[config.mk]
export PLATFORM = sky130hd
export DESIGN_NAME = mtkc_seq
export DESIGN_NICKNAME = d
export VERILOG_FILES = /design/src/sv/mt19937_keystream_cipher_defines.svh /design/src/sv/mtkc_pkg.sv /design/src/sv/mtkc_seq.sv
export SDC_FILE = /design/constraint.sdc
export NUM_CORES = 1
export LEC_CHECK = 0
export ABC_AREA = 1
export BUFFER_PORTS_ARGS = -buffer_cell sky130_fd_sc_hd__buf_4
export CORE_AREA = 2 2 39 41
export DETAILED_ROUTE_END_ITERATION = 16
export DIE_AREA = 0 0 41 43
export PLACE_DENSITY = 0.55
export SYNTH_ARGS = -nofsm -noshare
export SYNTH_HDL_FRONTEND = slang
export SYNTH_SLANG_ARGS = --single-unit
export TNS_END_PERCENT = 20
[constraint.sdc]
create_clock -name clk -period 4.05 [get_ports clk]
set_input_delay 0.2025 -clock clk [delete_from_list [all_inputs] [get_ports clk]]
set_output_delay 0.2025 -clock clk [all_outputs]
set_load 0.03 [all_outputs]
[src/sv/mt19937_keystream_cipher_defines.svh]
// Assertion macros used by the keystream cipher datapath.
`ifndef MT19937_KEYSTREAM_CIPHER_DEFINES_SVH
`define MT19937_KEYSTREAM_CIPHER_DEFINES_SVH

`ifndef SYNTHESIS
`define MTKC_ASSERT_IMP(label, ante, cons, msg) \
    label: assert property (@(posedge clk) disable iff (!rst_n) (ante) |-> (cons)) \
        else $error(msg);
`define MTKC_ASSERT_NEXT(label, ante, cons, msg) \
    label: assert property (@(posedge clk) disable iff (!rst_n) (ante) |=> (cons)) \
        else $error(msg);
`else
`define MTKC_ASSERT_IMP(label, ante, cons, msg)
`define MTKC_ASSERT_NEXT(label, ante, cons, msg)
`endif

`endif

[src/sv/mtkc_pkg.sv]
// Types, constants and microcode table of the keystream cipher.
package mtkc_pkg;

    localparam int STATE_WORDS = 624;
    localparam int WORD_W      = 32;
    localparam int ADDR_W      = $clog2(STATE_WORDS);
    localparam int SHIFT_DIST  = 397;

    typedef logic [ADDR_W-1:0] addr_t;
    typedef logic [WORD_W-1:0] word_t;

    localparam addr_t LAST_IDX   = addr_t'(STATE_WORDS - 1);
    localparam addr_t FAR_OFFSET = addr_t'(SHIFT_DIST);
    localparam addr_t FAR_WRAP   = addr_t'(STATE_WORDS - SHIFT_DIST);

    localparam word_t SEED_RESET = 32'd5489;
    localparam word_t INIT_MULT  = 32'd1812433253;
    localparam word_t TWIST_XOR  = 32'h9908b0df;
    localparam word_t TEMPER_B   = 32'h9d2c5680;
    localparam word_t TEMPER_C   = 32'hefc60000;

    localparam logic [1:0] KIND_RESTART = 2'd0;
    localparam logic [1:0] KIND_BYTE    = 2'd1;
    localparam logic [1:0] KIND_WORD    = 2'd2;

    typedef enum logic [2:0] {
        ST_IDLE,
        ST_SEED,
        ST_STORE,
        ST_MUL,
        ST_RDCUR,
        ST_RD2,
        ST_TWIST,
        ST_BYTEOUT
    } step_t;

    typedef enum logic [2:0] {
        UOP_IDLE,
        UOP_SEED,
        UOP_STORE,
        UOP_MUL,
        UOP_RDCUR,
        UOP_RD2,
        UOP_TWIST,
        UOP_BYTEOUT
    } uop_t;

    typedef enum logic [1:0] {
        C_NEXT,
        C_ALWAYS,
        C_DISPATCH,
        C_INIT_LAST
    } cond_t;

    typedef struct packed {
        uop_t  op;
        cond_t cond;
        step_t target;
    } ucode_t;

    typedef struct packed {
        logic byte_mid;
        logic cached;
        logic init_last;
        logic stall;
    } seq_status_t;

    function automatic ucode_t ucode_rom(input step_t s);
        ucode_t u;
        case (s)
            ST_IDLE:    u = '{op: UOP_IDLE,    cond: C_DISPATCH,  target: ST_IDLE};
            ST_SEED:    u = '{op: UOP_SEED,    cond: C_ALWAYS,    target: ST_MUL};
            ST_STORE:   u = '{op: UOP_STORE,   cond: C_INIT_LAST, target: ST_IDLE};
            ST_MUL:     u = '{op: UOP_MUL,     cond: C_ALWAYS,    target: ST_STORE};
            ST_RDCUR:   u = '{op: UOP_RDCUR,   cond: C_NEXT,      target: ST_RD2};
            ST_RD2:     u = '{op: UOP_RD2,     cond: C_NEXT,      target: ST_TWIST};
            ST_TWIST:   u = '{op: UOP_TWIST,   cond: C_ALWAYS,    target: ST_IDLE};
            ST_BYTEOUT: u = '{op: UOP_BYTEOUT, cond: C_ALWAYS,    target: ST_IDLE};
            default:    u = '{op: UOP_IDLE,    cond: C_DISPATCH,  target: ST_IDLE};
        endcase
        return u;
    endfunction

endpackage

[src/sv/mtkc_seq.sv]
// Microcode sequencer: step counter, control store and jump logic.
module mtkc_seq
    import mtkc_pkg::*;
(
    input  logic        clk,
    input  logic        rst_n,
    input  logic        in_valid,
    input  logic [1:0]  kind,
    input  seq_status_t status,
    output ucode_t      ctrl,
    output logic        in_ready
);

    step_t upc_reg;
    step_t upc_next;
    step_t upc_inc;
    logic  in_fire;
    step_t draw_step;

    assign ctrl      = ucode_rom(upc_reg);
    assign in_ready  = (ctrl.op == UOP_IDLE);
    assign in_fire   = in_valid && in_ready;
    assign upc_inc   = step_t'(3'(upc_reg + 3'd1));
    assign draw_step = status.cached ? ST_RD2 : ST_RDCUR;

    always_ff @(posedge clk or negedge rst_n)
    begin
        if (!rst_n)
        begin
            upc_reg <= ST_IDLE;
        end
        else
        begin
            upc_reg <= upc_next;
        end
    end

    always_comb
    begin
        upc_next = ST_IDLE;
        case (ctrl.cond)
            C_NEXT:      upc_next = upc_inc;
            C_ALWAYS:    upc_next = ctrl.target;
            C_INIT_LAST: upc_next = status.init_last ? ctrl.target : upc_inc;
            C_DISPATCH:
            begin
                if (in_fire)
                begin
                    case (kind)
                        KIND_RESTART: upc_next = ST_SEED;
                        KIND_BYTE:    upc_next = status.byte_mid ? ST_BYTEOUT : draw_step;
                        KIND_WORD:    upc_next = draw_step;
                        default:      upc_next = ST_IDLE;
                    endcase
                end
            end
            default:     upc_next = ST_IDLE;
        endcase
        if (status.stall)
        begin
            upc_next = upc_reg;
        end
    end

endmodule

=== After elaboration in Yosys (flattened, before gate mapping) ===
Memory sizes are Yosys's and may differ from the RTL's.
Cells that the tools add are included.
W data, S select, Z words.

* Memory bits (read-only): 64
* Bits in registers: 3
* Input bits: 9
* Memories kept: 1

{| class="wikitable"
|+ Memories
! memory !! depth !! bits a word !! read ports !! clocked after Yosys merged registers in !! wr ports !! RTL line !! text
|-
| (no name shown) || 8 || 8 || 1 || 0 || 0 || mtkc_pkg.sv:70 || <nowiki>case (s)</nowiki>
|}

* Equality and inequality tests: 5
* Multiplexer cells: 6
* Add/sub/neg operators: 1
* Reduce and logical (&&, ||, !) cells: 4

{| class="wikitable"
|+ Operators with widths
! kind !! number
|-
| $pmux W3 S4 || 1
|-
| $pmux W3 S3 || 1
|-
| $eq A2 B2 Y1 const B || 3
|-
| $mux W3 || 2
|-
| $eq A2 B1 Y1 const B || 2
|-
| $logic_not A2 Y1 || 2
|-
| $add A3 B1 Y3 const B || 1
|-
| $logic_not A3 Y1 || 1
|-
| $mux W2 || 1
|-
| $logic_and A1 B1 Y1 || 1
|-
| $mux W1 || 1
|}

=== Depth between registers and ports, before layout ===
* Word-level depth: 5
* Depth in mapped cells: 10

=== Worst setup path before layout ===
Ideal clock, no wire load.

* Path type: register to register
* Start: reg upc_reg[1]
* End: reg upc_reg[0]
* Setup time: 0.077 ns
* Clock period less this slack: 1.982 ns
* Arrival time: 1.904 ns
* Setup slack: 2.068 ns
* Stages on the path, launching flop included: 9
* Path through: dfrtp_1 inv_1 ha_1 inv_1 o21ai_0 nand2_1 nand2_1 nand2_1 a21oi_1

{| class="wikitable"
|+ RTL lines
! element !! RTL line !! text
|-
| start, declared || mtkc_seq.sv:14 || <nowiki>step_t upc_reg;</nowiki>
|-
| start signal, assigned || mtkc_seq.sv:34 || <nowiki>upc_reg <= upc_next;</nowiki>
|}

==> flow_summary.json <==
{
  "outcome": "complete, no violations",
  "tns_ns": 0,
  "syn_avg_cell_area_um2": 6.18,
  "root_buffer": "clkbuf_4",
  "gp_congestion": 0.723,
  "min_to": "upc_reg[2]",
  "max_stage_delay_ns": 0.40,
  "skew_ns": 0.00145,
  "met2_usage": 0.203,
  "grt_use_total": 0.133,
  "switching_power_uw": 261,
  "hp-start": "status[0]",
  "ant_nets": 0,
  "initial_utilization": 0.295,
  "routed_wl_um": 936,
  "yosys_register_bits": 3,
  "grt_pass1_wl_um": 1620,
  "final_common_cell": "nand2_1",
  "die_w_um": 41,
  "met1_usage": 0.169,
  "timing_worst_setup_path_type": "register to output pin",
  "rsz0062_at_grt": "no",
  "seq_power_share": 0.141,
  "r2r_end": "upc_reg[2]",
  "synthMuxAreaShare": 0,
  "htreeDepth": 1,
  "fin_nets": 106,
  "fin_crit_ns": 1.64,
  "yosysWarnings": 0,
  "syn2layout_area_growth_pct": 45.1,
  "drt_iter0_drc": 5,
  "rrSetupSlack_ns": 2.57,
  "cp-end-kind": "output pin",
  "cp_slowest_cell": "dfrtp_1",
  "crit_chain": "inv_1 -> ha_1 -> inv_1 -> o21ai_0 -> buf_4",
  "synth_xor_area_frac": 0,
  "power_frac_comb": 0.747,
  "utilization": 0.428,
  "timing.final.crit_share": 0.406,
  "fmax_mhz": 608,
  "critPathArrivalTime_ns": 1.44,
  "grt_antenna_before_repair": 0,
  "die_h_um": 43,
  "via_count": 450,
  "grt.busiest_layer": "met2",
  "crit_path_max_fanout": 4,
  "hold_viol": 0,
  "die-area_mm2": 0.00176,
  "grt_pass1_vias": 424,
  "mostFrequentLayoutCells": "21 x nand2_1, 17 x buf_4, 14 x inv_1",
  "syn_area_um2": 408,
  "p_int_uw": 201,
  "cts.repair.resized": 0,
  "setup_violations": 0,
  "switching_share": 0.565,
  "pwr-share-clk": 0.112,
  "insertion_delay_ns": 0.23,
  "largest_reg_flops": 3,
  "route.detailed.drc": 0,
  "cap_viol_max_count": 0,
  "syn_inst": 66,
  "critPathRequiredTime_ns": 3.85,
  "io_pins": 18,
  "wl_per_cell_um": 9.00,
  "core-area_mm2": 0.00138,
  "slew_headroom": 0.797,
  "netlist-cell-type-count": 11,
  "power_density_mw_per_mm2": 780,
  "grt_max_degree": 9,
  "n_antenna_cell": 0,
  "crit_path_start_kind": "register",
  "drtPass1Iterations": 4,
  "ir_worst_vdd_mv": 0.308,
  "maxSlewViolCount": 0,
  "clock-sinks": 3,
  "drive_above_1_share": 0.250,
  "cts_buffer_depth": 2,
  "synth_compound_area_frac": 0.123,
  "yosysSeqAreaShare": 0.184,
  "r2r_cells": 10,
  "power.leakage_nw": 0.365,
  "fp-row-count": 14,
  "synth_top_family_by_area": "simple AND/OR/NAND/NOR gates",
  "crit_top_cell": "inv_1",
  "grt-ovfl-total": 0,
  "synth_fa_ha_area_frac": 0.245,
  "min_path_type": "primary input to register",
  "synth_nets": 83,
  "cts_tree": "yes",
  "clk_pin_slew_ns": 0.03,
  "place_hpwl_um": 816,
  "io_buffers": 17,
  "synth-simple-area-share": 0.319,
  "via_per_inst": 4.33,
  "tightest_slew_ns": 0.301,
  "worstReg2RegStart": "upc_reg[0]",
  "hold_depth": 3,
  "numCtsBuffers": 3,
  "met3_usage": 0.0628
}
==> worst max-delay path by stage <==
stage | from | end | slack (ns) | depth (start not counted)
after floorplan | upc_reg[1] | upc_reg[0] | 2.07 | 8
after global placement | upc_reg[0] | upc_reg[2] | 2.60 | 10
after detailed placement | upc_reg[0] | upc_reg[2] | 2.57 | 10
after CTS | upc_reg[1] | ctrl[0] | 2.40 | 5
after global routing | upc_reg[1] | ctrl[0] | 2.28 | 5
final | upc_reg[1] | ctrl[0] | 2.41 | 5
==> power groups by stage <==
stage                     Combinational (mW)  Clock, mW  Sequential [mW]
after floorplan                        0.209          0           0.0875
after global placement                 0.352          0           0.0642
after detailed placement               0.346          0           0.0657
after CTS                              0.347     0.0539           0.0652
after global routing                   0.384     0.0590           0.0679
final                                  0.345     0.0515           0.0652
==> synthesized netlist by cell type <==
cell,count,area [µm²]
a21oi_1,7,35.0
dfrtp_1,3,75.1
ha_1,8,100
inv_1,14,52.6
nand2_1,21,78.8
nand2_2,1,6.26
nand3_1,4,20.0
nand3b_1,1,7.51
nor2_1,3,11.3
nor2_2,1,6.26
o21ai_0,3,15.0
==> area by class of cell <==
cell class / instances / area [µm²]
clock buffer: 4 / 26.3
inverter: 14 / 52.6
multi-input combinational: 49 / 280
sequential: 3 / 75.1
fill: 154 / 792
timing repair buffer: 18 / 138
tap: 16 / 20.0
==> cell families after synthesis <==
family | after synthesis
compound gates | 10
fa+ha+maj | 8
simple gates | 31
flops | 3
buf+inv | 14
==> through the flow <==
| step | worst slack, ns | hold WS [ns] | power [mW] | area (µm²) | instances |
|---|---|---|---|---|---|
| 6_report | 2.41 | 0.250 | 0.461 | 592 | 104 |
| 5_1_grt | 2.28 | 0.264 | 0.510 | 592 | 104 |
| 4_1_cts | 2.40 | 0.239 | 0.466 | 592 | 104 |
| 3_5_place_dp | 2.57 | -0.00592 | 0.411 | 556 | 99 |
| 3_3_place_gp | 2.60 | -0.00723 | 0.416 | 556 | 99 |
| 2_1_floorplan | 2.07 | -0.0931 | 0.297 | 408 | 66 |
==> what timing repair did <==
| item | in CTS | in global routing |
|---|---|---|
| setup buffers | 0 | 0 |
| endpoints found under the hold margin | 3 | 0 |
| hold buffers | 1 | 0 |
| setup endpoints to repair | 0 | 0 |
==> critical path, delay by kind of cell, from the launching register on <==
family                     cells  cell delay (ns)
DFF                            1             0.40
adders and majority gates      1             0.15
AOI/OAI and AO/OA              1             0.26
buffers and inverters          3             0.39
==> metal layers <==
layer  vias up  routed length, µm
met4         0                  0
li1        250                  -
met2        13                429
met1       187                463
met5         -                  0
met3         0                 43
Power figures use the tool's default switching activity.
